$ cat src/sv/lpht_pkg.sv
package lpht_pkg;

    localparam int SLOTS    = 64;
    localparam int IDX_W    = $clog2(SLOTS);
    localparam int CNT_W    = $clog2(SLOTS + 1);
    localparam int KEY_W    = 8;
    localparam int TASK_W   = 8;
    localparam int KEY_BASE = 48;
    // (key - KEY_BASE) mod SLOTS, kept non-negative
    localparam int HOME_OFS = SLOTS - (KEY_BASE % SLOTS);

    localparam logic [1:0] ST_OK   = 2'd0;
    localparam logic [1:0] ST_FULL = 2'd1;
    localparam logic [1:0] ST_MISS = 2'd2;

    localparam logic OP_INSERT = 1'b0;
    localparam logic OP_SEARCH = 1'b1;

    typedef struct packed {
        logic       load;       // capture the incoming item
        logic       read;       // issue a slot read and advance the read pointer
        logic       step;       // count one compared slot
        logic       write;      // store key and task at the compared slot
        logic       res_load;   // latch the result
        logic [1:0] res_code;
        logic       res_take;   // take found task from the compared slot
        logic       push_out;   // move result into the output register
    } cmd_t;

    typedef struct packed {
        logic is_insert;
        logic key_zero;
        logic full;
        logic hit;
        logic last;
        logic out_free;
    } stat_t;

    function automatic logic [IDX_W-1:0] home_slot(input logic [KEY_W-1:0] key);
        logic [KEY_W+1:0] sum;
        sum = (KEY_W+2)'(key) + (KEY_W+2)'(HOME_OFS);
        return IDX_W'(sum % SLOTS);
    endfunction

endpackage

$ cat src/sv/linear_probe_hash_table_unit.sv
// Open-addressing hash table with linear probing over 64 slots.
// Input channel (s_*): one command item per handshake. s_tuser carries the
// operation (insert or search), s_tdata the key and the task id.
// Result channel (m_*): exactly one item per command, in order. m_tuser
// carries the status (ok, table full, key not found), m_tdata the task id
// found by a search, zero otherwise.
// A command with key zero or an insert into a full table reads no slots.
// Otherwise the slot memory is read once per cycle along the probe path
// until a hit or the last slot; a search miss compares all 64 slots.
// One command is worked at a time; the next is accepted in the cycle after the
// result has moved into the output register, so a new item is not taken
// before the last one is through.
// A result waiting on m_tready does not block acceptance of the next item;
// that item's result is held inside until the output register frees.
// Reset (aresetn low, synchronous) marks every slot empty at once through a
// per-slot valid bit, clears the occupancy count and drops m_tvalid.
module linear_probe_hash_table_unit (
    input  logic        aclk,
    input  logic        aresetn,
    input  logic        s_tvalid,
    output logic        s_tready,
    input  logic [15:0] s_tdata,   // [7:0] key, [15:8] task_id
    input  logic [0:0]  s_tuser,   // [0] operation
    output logic        m_tvalid,
    input  logic        m_tready,
    output logic [7:0]  m_tdata,   // [7:0] found_task
    output logic [1:0]  m_tuser    // [1:0] status
);

    lpht_pkg::cmd_t  cmd;
    lpht_pkg::stat_t stat;

    lpht_ctrl u_ctrl (
        .aclk     (aclk),
        .aresetn  (aresetn),
        .in_valid (s_tvalid),
        .in_ready (s_tready),
        .stat     (stat),
        .cmd      (cmd)
    );

    lpht_datapath u_datapath (
        .aclk       (aclk),
        .aresetn    (aresetn),
        .cmd        (cmd),
        .stat       (stat),
        .in_op      (s_tuser[0]),
        .in_key     (s_tdata[7:0]),
        .in_task    (s_tdata[15:8]),
        .out_valid  (m_tvalid),
        .out_ready  (m_tready),
        .out_status (m_tuser),
        .out_task   (m_tdata)
    );

endmodule

$ cat src/sv/lpht_datapath.sv
module lpht_datapath (
    input  logic                                aclk,
    input  logic                                aresetn,
    input  lpht_pkg::cmd_t                      cmd,
    output lpht_pkg::stat_t                     stat,
    input  logic                                in_op,
    input  logic [lpht_pkg::KEY_W-1:0]          in_key,
    input  logic [lpht_pkg::TASK_W-1:0]         in_task,
    output logic                                out_valid,
    input  logic                                out_ready,
    output logic [1:0]                          out_status,
    output logic [lpht_pkg::TASK_W-1:0]         out_task
);

    logic                               op_reg;
    logic [lpht_pkg::KEY_W-1:0]         key_reg;
    logic [lpht_pkg::TASK_W-1:0]        task_reg;
    logic [lpht_pkg::IDX_W-1:0]         rd_pos_reg, rd_pos_next;
    logic [lpht_pkg::IDX_W-1:0]         cmp_pos_reg;
    logic [lpht_pkg::CNT_W-1:0]         probes_reg;
    logic [lpht_pkg::CNT_W-1:0]         used_reg;
    logic [lpht_pkg::SLOTS-1:0]         valid_reg;
    logic [lpht_pkg::KEY_W-1:0]         key_mem_reg  [lpht_pkg::SLOTS];
    logic [lpht_pkg::TASK_W-1:0]        task_mem_reg [lpht_pkg::SLOTS];
    logic [lpht_pkg::KEY_W-1:0]         rd_key_reg;
    logic [lpht_pkg::TASK_W-1:0]        rd_task_reg;
    logic                               rd_vbit_reg;
    logic [lpht_pkg::KEY_W-1:0]         slot_key;
    logic [1:0]                         res_code_reg;
    logic [lpht_pkg::TASK_W-1:0]        res_task_reg;
    logic                               out_valid_reg;
    logic [1:0]                         out_status_reg;
    logic [lpht_pkg::TASK_W-1:0]        out_task_reg;

    // an unwritten slot reads as empty
    assign slot_key = rd_vbit_reg ? rd_key_reg : '0;

    always_comb begin
        if (cmd.load) begin
            rd_pos_next = lpht_pkg::home_slot(in_key);
        end else if (cmd.read) begin
            rd_pos_next = (rd_pos_reg == lpht_pkg::IDX_W'(lpht_pkg::SLOTS - 1)) ?
                          '0 : rd_pos_reg + 1'b1;
        end else begin
            rd_pos_next = rd_pos_reg;
        end
    end

    assign stat.is_insert = (op_reg == lpht_pkg::OP_INSERT);
    assign stat.key_zero  = (key_reg == '0);
    assign stat.full      = (used_reg == lpht_pkg::CNT_W'(lpht_pkg::SLOTS));
    assign stat.hit       = stat.is_insert ? (slot_key == '0) : (slot_key == key_reg);
    assign stat.last      = (probes_reg == lpht_pkg::CNT_W'(lpht_pkg::SLOTS - 1));
    assign stat.out_free  = !out_valid_reg || out_ready;

    always_ff @(posedge aclk) begin
        if (cmd.load) begin
            op_reg   <= in_op;
            key_reg  <= in_key;
            task_reg <= in_task;
        end
        rd_pos_reg <= rd_pos_next;
        if (cmd.read) begin
            cmp_pos_reg <= rd_pos_reg;
            rd_key_reg  <= key_mem_reg[rd_pos_reg];
            rd_task_reg <= task_mem_reg[rd_pos_reg];
            rd_vbit_reg <= valid_reg[rd_pos_reg];
        end
        if (cmd.write) begin
            key_mem_reg[cmp_pos_reg]  <= key_reg;
            task_mem_reg[cmp_pos_reg] <= task_reg;
        end
        if (cmd.res_load) begin
            res_code_reg <= cmd.res_code;
            res_task_reg <= cmd.res_take ? rd_task_reg : '0;
        end
        if (cmd.push_out) begin
            out_status_reg <= res_code_reg;
            out_task_reg   <= res_task_reg;
        end
    end

    always_ff @(posedge aclk) begin
        if (!aresetn) begin
            probes_reg    <= '0;
            used_reg      <= '0;
            valid_reg     <= '0;
            out_valid_reg <= 1'b0;
        end else begin
            if (cmd.load) begin
                probes_reg <= '0;
            end else if (cmd.step) begin
                probes_reg <= probes_reg + 1'b1;
            end
            if (cmd.write) begin
                valid_reg[cmp_pos_reg] <= 1'b1;
                used_reg               <= used_reg + 1'b1;
            end
            if (cmd.push_out) begin
                out_valid_reg <= 1'b1;
            end else if (out_ready) begin
                out_valid_reg <= 1'b0;
            end
        end
    end

    assign out_valid  = out_valid_reg;
    assign out_status = out_status_reg;
    assign out_task   = out_task_reg;

endmodule

$ cat src/sv/lpht_ctrl.sv
module lpht_ctrl (
    input  logic             aclk,
    input  logic             aresetn,
    input  logic             in_valid,
    output logic             in_ready,
    input  lpht_pkg::stat_t  stat,
    output lpht_pkg::cmd_t   cmd
);

    localparam logic [1:0] S_IDLE   = 2'd0;
    localparam logic [1:0] S_START  = 2'd1;
    localparam logic [1:0] S_SCAN   = 2'd2;
    localparam logic [1:0] S_FINISH = 2'd3;

    logic [1:0] state_reg, state_next;

    assign in_ready = (state_reg == S_IDLE);

    always_comb begin
        cmd        = '0;
        state_next = state_reg;
        case (state_reg)
            S_IDLE: begin
                if (in_valid) begin
                    cmd.load   = 1'b1;
                    state_next = S_START;
                end
            end
            S_START: begin
                if (stat.key_zero) begin
                    // key zero: insert is a no-op, search always misses
                    cmd.res_load = 1'b1;
                    cmd.res_code = stat.is_insert ? lpht_pkg::ST_OK : lpht_pkg::ST_MISS;
                    state_next   = S_FINISH;
                end else if (stat.is_insert && stat.full) begin
                    cmd.res_load = 1'b1;
                    cmd.res_code = lpht_pkg::ST_FULL;
                    state_next   = S_FINISH;
                end else begin
                    cmd.read   = 1'b1;
                    state_next = S_SCAN;
                end
            end
            S_SCAN: begin
                cmd.read = 1'b1;
                if (stat.hit) begin
                    cmd.res_load = 1'b1;
                    cmd.res_code = lpht_pkg::ST_OK;
                    cmd.res_take = !stat.is_insert;
                    cmd.write    = stat.is_insert;
                    state_next   = S_FINISH;
                end else if (stat.last) begin
                    cmd.res_load = 1'b1;
                    cmd.res_code = stat.is_insert ? lpht_pkg::ST_FULL : lpht_pkg::ST_MISS;
                    state_next   = S_FINISH;
                end else begin
                    cmd.step = 1'b1;
                end
            end
            S_FINISH: begin
                // hold until the output register can take the item
                if (stat.out_free) begin
                    cmd.push_out = 1'b1;
                    state_next   = S_IDLE;
                end
            end
            default: begin
                state_next = S_IDLE;
            end
        endcase
    end

    always_ff @(posedge aclk) begin
        if (!aresetn) begin
            state_reg <= S_IDLE;
        end else begin
            state_reg <= state_next;
        end
    end

endmodule

$ cat config.mk
export PLATFORM = sky130hd
export DESIGN_NAME = linear_probe_hash_table_unit
export DESIGN_NICKNAME = d
export VERILOG_FILES = /design/src/sv/lpht_pkg.sv /design/src/sv/linear_probe_hash_table_unit.sv /design/src/sv/lpht_datapath.sv /design/src/sv/lpht_ctrl.sv
export SDC_FILE = /design/constraint.sdc
export NUM_CORES = 1
export LEC_CHECK = 0
export BUFFER_PORTS_ARGS = -buffer_cell sky130_fd_sc_hd__buf_2
export CAP_MARGIN = 15
export CORE_ASPECT_RATIO = 1.2
export CORE_MARGIN = 3
export CORE_UTILIZATION = 65
export CTS_BUF_LIST = sky130_fd_sc_hd__clkbuf_8
export DETAILED_ROUTE_END_ITERATION = 10
export PLACE_DENSITY = 0.81
export SETUP_SLACK_MARGIN = 0.1
export SYNTH_ARGS = -nofsm -noshare
export SYNTH_HDL_FRONTEND = slang
export SYNTH_SLANG_ARGS = --single-unit
$ cat constraint.sdc
create_clock -name aclk -period 4.5 [get_ports aclk]
set_input_delay 0.675 -clock aclk [delete_from_list [all_inputs] [get_ports aclk]]
set_output_delay 0.675 -clock aclk [all_outputs]
set_load 0.01 [all_outputs]
**Word level (Yosys, flattened, before mapping)**

Memory sizes are Yosys's and may differ from the RTL's. A register that Yosys moved wholly into a read port is not among the register bits.
Cells that the tools add are included.

- $lt $le $gt $ge: 3
- Bitwise logic cells: 3
- Reduce and logical (&&, ||, !) cells: 11
- Equality and inequality tests: 10
- Mux-type cells: 40
- Add/subtract/negate cells: 4

Operators by type and width:

| cell | count |
|---|---|
| $or A64 B64 Y64 | 1 |
| $mux W1 | 20 |
| $mux W6 | 3 |
| $logic_not A8 Y1 | 2 |
| $add A7 B1 Y7 const B | 2 |
| $lt A6 B7 Y1 const B | 2 |
| $mux W2 | 7 |
| $mux W3 | 4 |
| $eq A8 B8 Y1 | 1 |
| $mux W8 | 1 |
| $pmux W2 S4 | 1 |
| $eq A7 B6 Y1 const B | 1 |
| $eq A7 B7 Y1 const B | 1 |
| $add A6 B1 Y6 const B | 1 |
| $add A6 B5 Y6 const B | 1 |
| $bmux W1 S6 | 1 |
| $demux W1 S6 | 1 |
| $eq A6 B6 Y1 const B | 1 |
| $ge A6 B1 Y1 const B | 1 |
| $pmux W3 S2 | 1 |
| $eq A2 B2 Y1 const B | 2 |
| $ne A2 B2 Y1 const B | 2 |
| $reduce_bool A2 Y1 | 2 |
| $ne A3 B3 Y1 const B | 1 |
| 9 further kinds | 11 |

- RAM bits: 1024
- Memories kept: 2
- Flip-flop bits (word level): 131
- Logic and storage cells: 88

Memory list:

| name | words | width | read ports | clocked after memory_dff | wr ports | RTL line | source |
|---|---|---|---|---|---|---|---|
| u_datapath.key_mem_reg | 64 | 8 | 1 | 1 | 1 | lpht_datapath.sv:23 | `logic [lpht_pkg::KEY_W-1:0] key_mem_reg [lpht_pkg::SLOTS];` |
| u_datapath.task_mem_reg | 64 | 8 | 1 | 1 | 1 | lpht_datapath.sv:24 | `logic [lpht_pkg::TASK_W-1:0] task_mem_reg [lpht_pkg::SLOTS];` |

**Logic depth before layout (Yosys ltp)**

Gate-level depths: netlist of run 1.

- Depth after elaboration: 7
- Mapped depth: 10
- Mapped depth without buffers: 7

**Modules after synthesis**

Synthesis of run 1 repeated with hierarchy kept, for this count alone.

- Cells, all modules: 2176
- Area, all modules: 45088.2 um^2

By module, submodules not included:

| module | seq. area each (um^2) | times used | cells each | area each (um^2) |
|---|---|---|---|---|
| lpht_datapath | 34312.9 | 1 | 2133 | 44751.7 |
| lpht_ctrl | 40.0 | 1 | 43 | 336.6 |

**Worst setup path before layout of run 1**

OpenSTA, ideal clock, no wires.

- Path type: register -> register
- Start point: register u_datapath.key_reg[6] (netlist name)
- End point: register u_datapath.res_code_reg[0], enable pin
- Buffers on the path: 0
- Path slack: 1.125 ns
- Stages on the path, launching flop included: 7
- Period minus slack after synthesis: 3.375 ns
- Arrival time: 2.982 ns
- Data required time: 4.108 ns
- Setup time: 0.392 ns
- Path through: edfxtp_1 -> a21boi_0 -> a2111o_1 -> nor4_1 -> a21o_1 -> o21ai_0 -> a21boi_0

RTL lines:

| element | RTL line | source |
|---|---|---|
| start, declared | lpht_datapath.sv:16 | `logic [lpht_pkg::KEY_W-1:0] key_reg;` |
| start signal, assigned | lpht_datapath.sv:59 | `key_reg <= in_key;` |
| end signal, assigned | lpht_datapath.sv:74 | `res_code_reg <= cmd.res_code;` |
| end, declared | lpht_datapath.sv:29 | `logic [1:0] res_code_reg;` |

==> results.tsv, run 1 <==
metric	value	unit
WP data required	5.05	ns
slowest stage delay, CP	0.62	ns
ys flop type	edfxtp_1	
Worst-Margin Slew	1.091	ns
Finished Layout Cells	3530	
Filler cells	3846	
# resized after CTS	0	
Row Count	105	
area grow syn2layout	11.00	%
dpl hpwl	66.64	mm
post-place instance area	0.04681	mm2
first-pass GRT wire length	160.4	mm
synth top area cells	edfxtp_1 72%, mux4_2 10%, mux2i_1 3.9%, dfxtp_1 3.6%, o221ai_1 1.3%	
postcts setup bufs	0	
largest net degree at the start of global routing	111	
post-route cell area	0.05016	mm2
Yosys cell types	65	
CP top delay family	buffers and inverters	
H-tree depth	4	
fraction of layout cells with a size suffix above 1	0.2239	
crit path max-delay cell type	edfxtp_1	
critical path peak fanout	69	
number of buffers created by CTS	170	
Max-cap violations	0	
Netlist Area Pre-Place	0.04519	mm2
Clk pin slew, worst setup/hold paths	0.07	ns
Design Power	29.94	mW
Register Area	0.03435	mm2
crit path DAT	4.13	ns
GR Util All Layers	0.3095	
PwrDens	596.9	mW/mm2
1st-iter DRT viols	2965	
Post-Route Setup TNS	0	ns
Final period util	0.7950	
Async SR Flop Fraction	0	
Yosys reg bits	1171	
clock root cell	clkbuf_8	
chip width	246.7	um
Hold Slack	0.07796	ns
commonest non-fill, non-tap cell in the layout	edfxtp_1	
Post-synth EDFFs	1090	
vias	24136	
fmax	279.5	MHz
final setup fails	0	
routability cong.	0.9639	
hold buffer count at CTS	11	
register area share after synthesis	0.7601	
CTS tree	yes	
Max VDD drop	0.4523	mV
port bufs	32	
drt drc	0	
global-route congestion overflow total	0	
relative slew slack	0.2717	
skew final	0.05848	ns
Yosys warning count	0	
Period minus WS final	3.577	ns
WL final	110.8	mm
DIE HEIGHT	294.9	um
Die ar.	0.07274	mm2
CTS Buffer Depth	3	
most frequent cells in the layout	1090 x edfxtp_1, 204 x mux4_2, 181 x clkbuf_8	
CP Launch Type	flop	
cell mode on critical path	o22ai_1	
Placed Cells	3199	
Nets	2507	
Worst Hold Class	in -> reg	
pre-CTS setup slack	0.9961	ns
Hold Fails Final Rpt	0	
critical path class	reg -> reg	
# IOs	33	
setup ws final	0.9227	ns
Starting Density	0.6590	
LEAKAGE	16.58	nW
worst skew pair latency	0.84	ns
First-pass DRT Iterations	6	
# clock sinks	1171	
initial antenna violation count	5	
fin. max-slew vios	0	
Synth top area share	0.7242	
Worst setup EP type	flop	
unrepaired setup endpoints after global routing	false	
DRT antenna net count	0	
synthesized net count	2316	
area leader, netlist	edfxtp_1	
multi-input logic area	0.01022	mm2
core footprint	0.06858	mm2
Avg Cell Area, Syn	19.76	um2
vias per cell	6.837	
routed len/inst	31.39	um
sequence of cells on the critical path	buf_12, buf_4, mux4_2, o22ai_1, o22ai_1, a31oi_1, a21oi_1	
Critical path buffers and inverters	2	
cells after synthesis	2287	
vias in the first global route	24310	
final core utilization	0.7315	
status	finished clean	
==> metal layers <==
metal / track usage / routed length [um]
met5: 0 / 27
met4: 0.1785 / 7262
met3: 0.07616 / 11360
met2: 0.4921 / 54470
met1: 0.3949 / 37670
==> cells by family (layout without fill, tap and decap cells) <==
| kind of cell | Yosys count | after routing | share of synthesized area |
|---|---|---|---|
| flops | 1171 | 1171 | 0.7601 |
| mux | 379 | 379 | 0.1404 |
| compound gates | 342 | 342 | 0.05432 |
| simple gates | 231 | 231 | 0.02677 |
| buf+inv | 145 | 475 | 0.01401 |
| xor+xnor | 11 | 11 | 0.002132 |
| fa+ha+maj | 8 | 8 | 0.002215 |
| other cells | 0 | 4 | 0 |
==> worst paths after layout <==
path              cells past startpoint                       start                        end  slack, ns
setup / recovery                      7    u_datapath.rd_pos_reg[0]  u_datapath.rd_task_reg[0]       0.92
hold / removal                        1                  s_tdata[2]      u_datapath.key_reg[2]       0.08
setup reg to reg                      7    u_datapath.rd_pos_reg[0]  u_datapath.rd_task_reg[0]       0.92
hold reg to reg                       0  u_datapath.res_task_reg[1]     u_datapath.out_task[1]       0.42
==> power breakdown <==
| part | internal [mW] | switching, mW |
|---|---|---|
| registers | 12.7 | 0.347 |
| clock network | 3.75 | 3.98 |
| logic | 3.26 | 5.89 |
==> synth_stat cells, drive strengths merged (10+ instances only) <==
library cell	instances
a21oi	18
o22ai	36
o21ai	46
mux4	204
clkbuf	79
nand3	10
xnor2	10
nand2b	10
a221oi	17
a22oi	17
o221ai	68
mux2i	174
dfxtp	81
nor2	110
o21a	67
nand2	42
o211ai	17
edfxtp	1090
a31oi	36
buf	58
and2	16
==> area by class of cell <==
class / count / area share
Antenna cell: 4 / 0.0001995
Clock buffer: 181 / 0.04966
Clock inverter: 130 / 0.01210
Inverter: 8 / 0.0006235
Multi-Input combinational cell: 971 / 0.2037
Sequential cell: 1171 / 0.6848
Tap cell: 909 / 0.02267
Timing Repair Buffer: 156 / 0.02629
(Power assumes the default switching activity.)
==> run 2: changes to the inputs <==
clock period = 3.67 ns   (was 4.5 ns; I/O delays follow)
==> results.tsv, run 2 (same netlist as run 1, synthesis figures left out) <==
metric	value	unit	change
global-route congestion overflow total	0		unchanged
CTS tree	yes		
largest net degree at the start of global routing	77		-31%
First-pass DRT Iterations	5		-1
Period minus WS final	3.514	ns	-0.06352 ns
post-route cell area	0.05047	mm2	+0.61%
GR Util All Layers	0.3116		+0.002098
post-place instance area	0.04713	mm2	+0.68%
critical path class	reg -> reg		
Worst setup EP type	flop		
commonest non-fill, non-tap cell in the layout	edfxtp_1		
Final period util	0.9574		+0.1625
fraction of layout cells with a size suffix above 1	0.2358		+0.01188
setup ws final	0.1562	ns	-0.7665 ns
routed len/inst	30.78	um	-1.9%
unrepaired setup endpoints after global routing	false		
vias	24041		-0.39%
Die ar.	0.07274	mm2	unchanged
CTS Buffer Depth	3		unchanged
WL final	109.9	mm	-0.83%
crit path max-delay cell type	edfxtp_1		
Max-cap violations	0		unchanged
fin. max-slew vios	0		unchanged
DIE HEIGHT	294.9	um	unchanged
# clock sinks	1171		unchanged
core footprint	0.06858	mm2	unchanged
slowest stage delay, CP	0.58	ns	-0.04 ns
number of buffers created by CTS	169		-0.59%
Max VDD drop	0.5922	mV	+31%
first-pass GRT wire length	161.3	mm	+0.56%
chip width	246.7	um	unchanged
fmax	284.6	MHz	+1.8%
dpl hpwl	67.75	mm	+1.7%
crit path DAT	4.05	ns	-0.08 ns
initial antenna violation count	1		-4
Placed Cells	3238		+1.2%
Starting Density	0.6590		unchanged
Post-Route Setup TNS	0	ns	unchanged
skew final	0.03852	ns	-0.01996 ns
Worst Hold Class	in -> reg		
area grow syn2layout	11.68	%	
relative slew slack	0.1998		-0.07193
Worst-Margin Slew	1.200	ns	+0.1091 ns
vias in the first global route	24339		+0.12%
pre-CTS setup slack	0.2293	ns	-0.7667 ns
PwrDens	736.4	mW/mm2	+23%
most frequent cells in the layout	1090 x edfxtp_1, 204 x mux4_2, 181 x clkbuf_8		
DRT antenna net count	0		unchanged
routability cong.	0.8943		-7.2%
1st-iter DRT viols	3129		+5.5%
worst skew pair latency	0.84	ns	about the same
status	finished clean		
H-tree depth	4		unchanged
CP Launch Type	flop		
LEAKAGE	16.78	nW	+1.2%
drt drc	0		unchanged
port bufs	32		unchanged
clock root cell	clkbuf_8		
reg2reg setup slack	0.16	ns	-0.77 ns
critical path peak fanout	76		+10%
Clk pin slew, worst setup/hold paths	0.06	ns	about the same
Nets	2547		+1.6%
postcts setup bufs	0		unchanged
Hold Fails Final Rpt	0		unchanged
final setup fails	0		unchanged
# resized after CTS	0		unchanged
Row Count	105		unchanged
# IOs	33		unchanged
WP data required	4.21	ns	-0.84 ns
vias per cell	6.736		-1.5%
sequence of cells on the critical path	buf_12, buf_12, mux4_2, o22ai_1, o22ai_1, a31oi_1, a21oi_1		
Finished Layout Cells	3569		+1.1%
-- run 2: worst paths after layout --
kind	start	end	cells after the start
hold / removal	m_tready	u_datapath.out_valid	3
hold reg to reg	u_datapath.res_task_reg[3]	u_datapath.out_task[3]	0
setup reg to reg	u_datapath.rd_pos_reg[1]	u_datapath.rd_key_reg[4]	7
setup / recovery	u_datapath.rd_pos_reg[1]	u_datapath.rd_key_reg[4]	7
-- run 2: timing repair --
action | in CTS | in global routing
hold buffers | 17 | 0
endpoints found under the setup margin | 0 | 0
endpoints found under the hold margin | 17 | 0
-- run 2: critical path, delay by kind of cell (launching register included) --
family,cells,cell delay (ns)
buf+inv,2,0.78
compound gates,4,1.27
flops,1,0.58
mux,1,0.42
-- run 2: metal layers --
metal,wire [um],vias up,global-route usage
li1,-,9966,-
met1,38890,12295,0.4166
met2,54470,1487,0.4912
met3,10330,293,0.06406
met4,6184,0,0.1677
met5,0,-,0
-- run 2: final cells by class --
cell class	count	area, um2
flip-flops and latches	1171	34350
fillers	3843	18110
multi-input cells	971	10220
clock buffers	181	2491
repair buffers	197	1587
well taps	909	1137
clock inverters	131	654.4
inverters	8	31.28
diodes	1	2.502
-- run 2: per-stage QoR --
| stage | utilization | power, mW | hold WS, ns |
|---|---|---|---|
| after detailed placement | 0.6872 | 27.70 | 0.4160 |
| after global placement | 0.6872 | 27.50 | 0.4203 |
| after floorplan | - | 23.14 | 0.4003 |
| final | 0.7360 | 37.17 | 0.07732 |
| after CTS | 0.7355 | 37.14 | 0.02207 |
| after global routing | 0.7360 | 38.35 | 0.05158 |
-- run 2: where the power goes --
| group | internal (mW) | switching (mW) | leakage (nW) |
|---|---|---|---|
| clock | 4.78 | 4.79 | 1.86 |
| combinational | 4.17 | 7.48 | 4.43 |
| sequential | 15.6 | 0.337 | 10.5 |
| total | 24.6 | 12.6 | 16.8 |
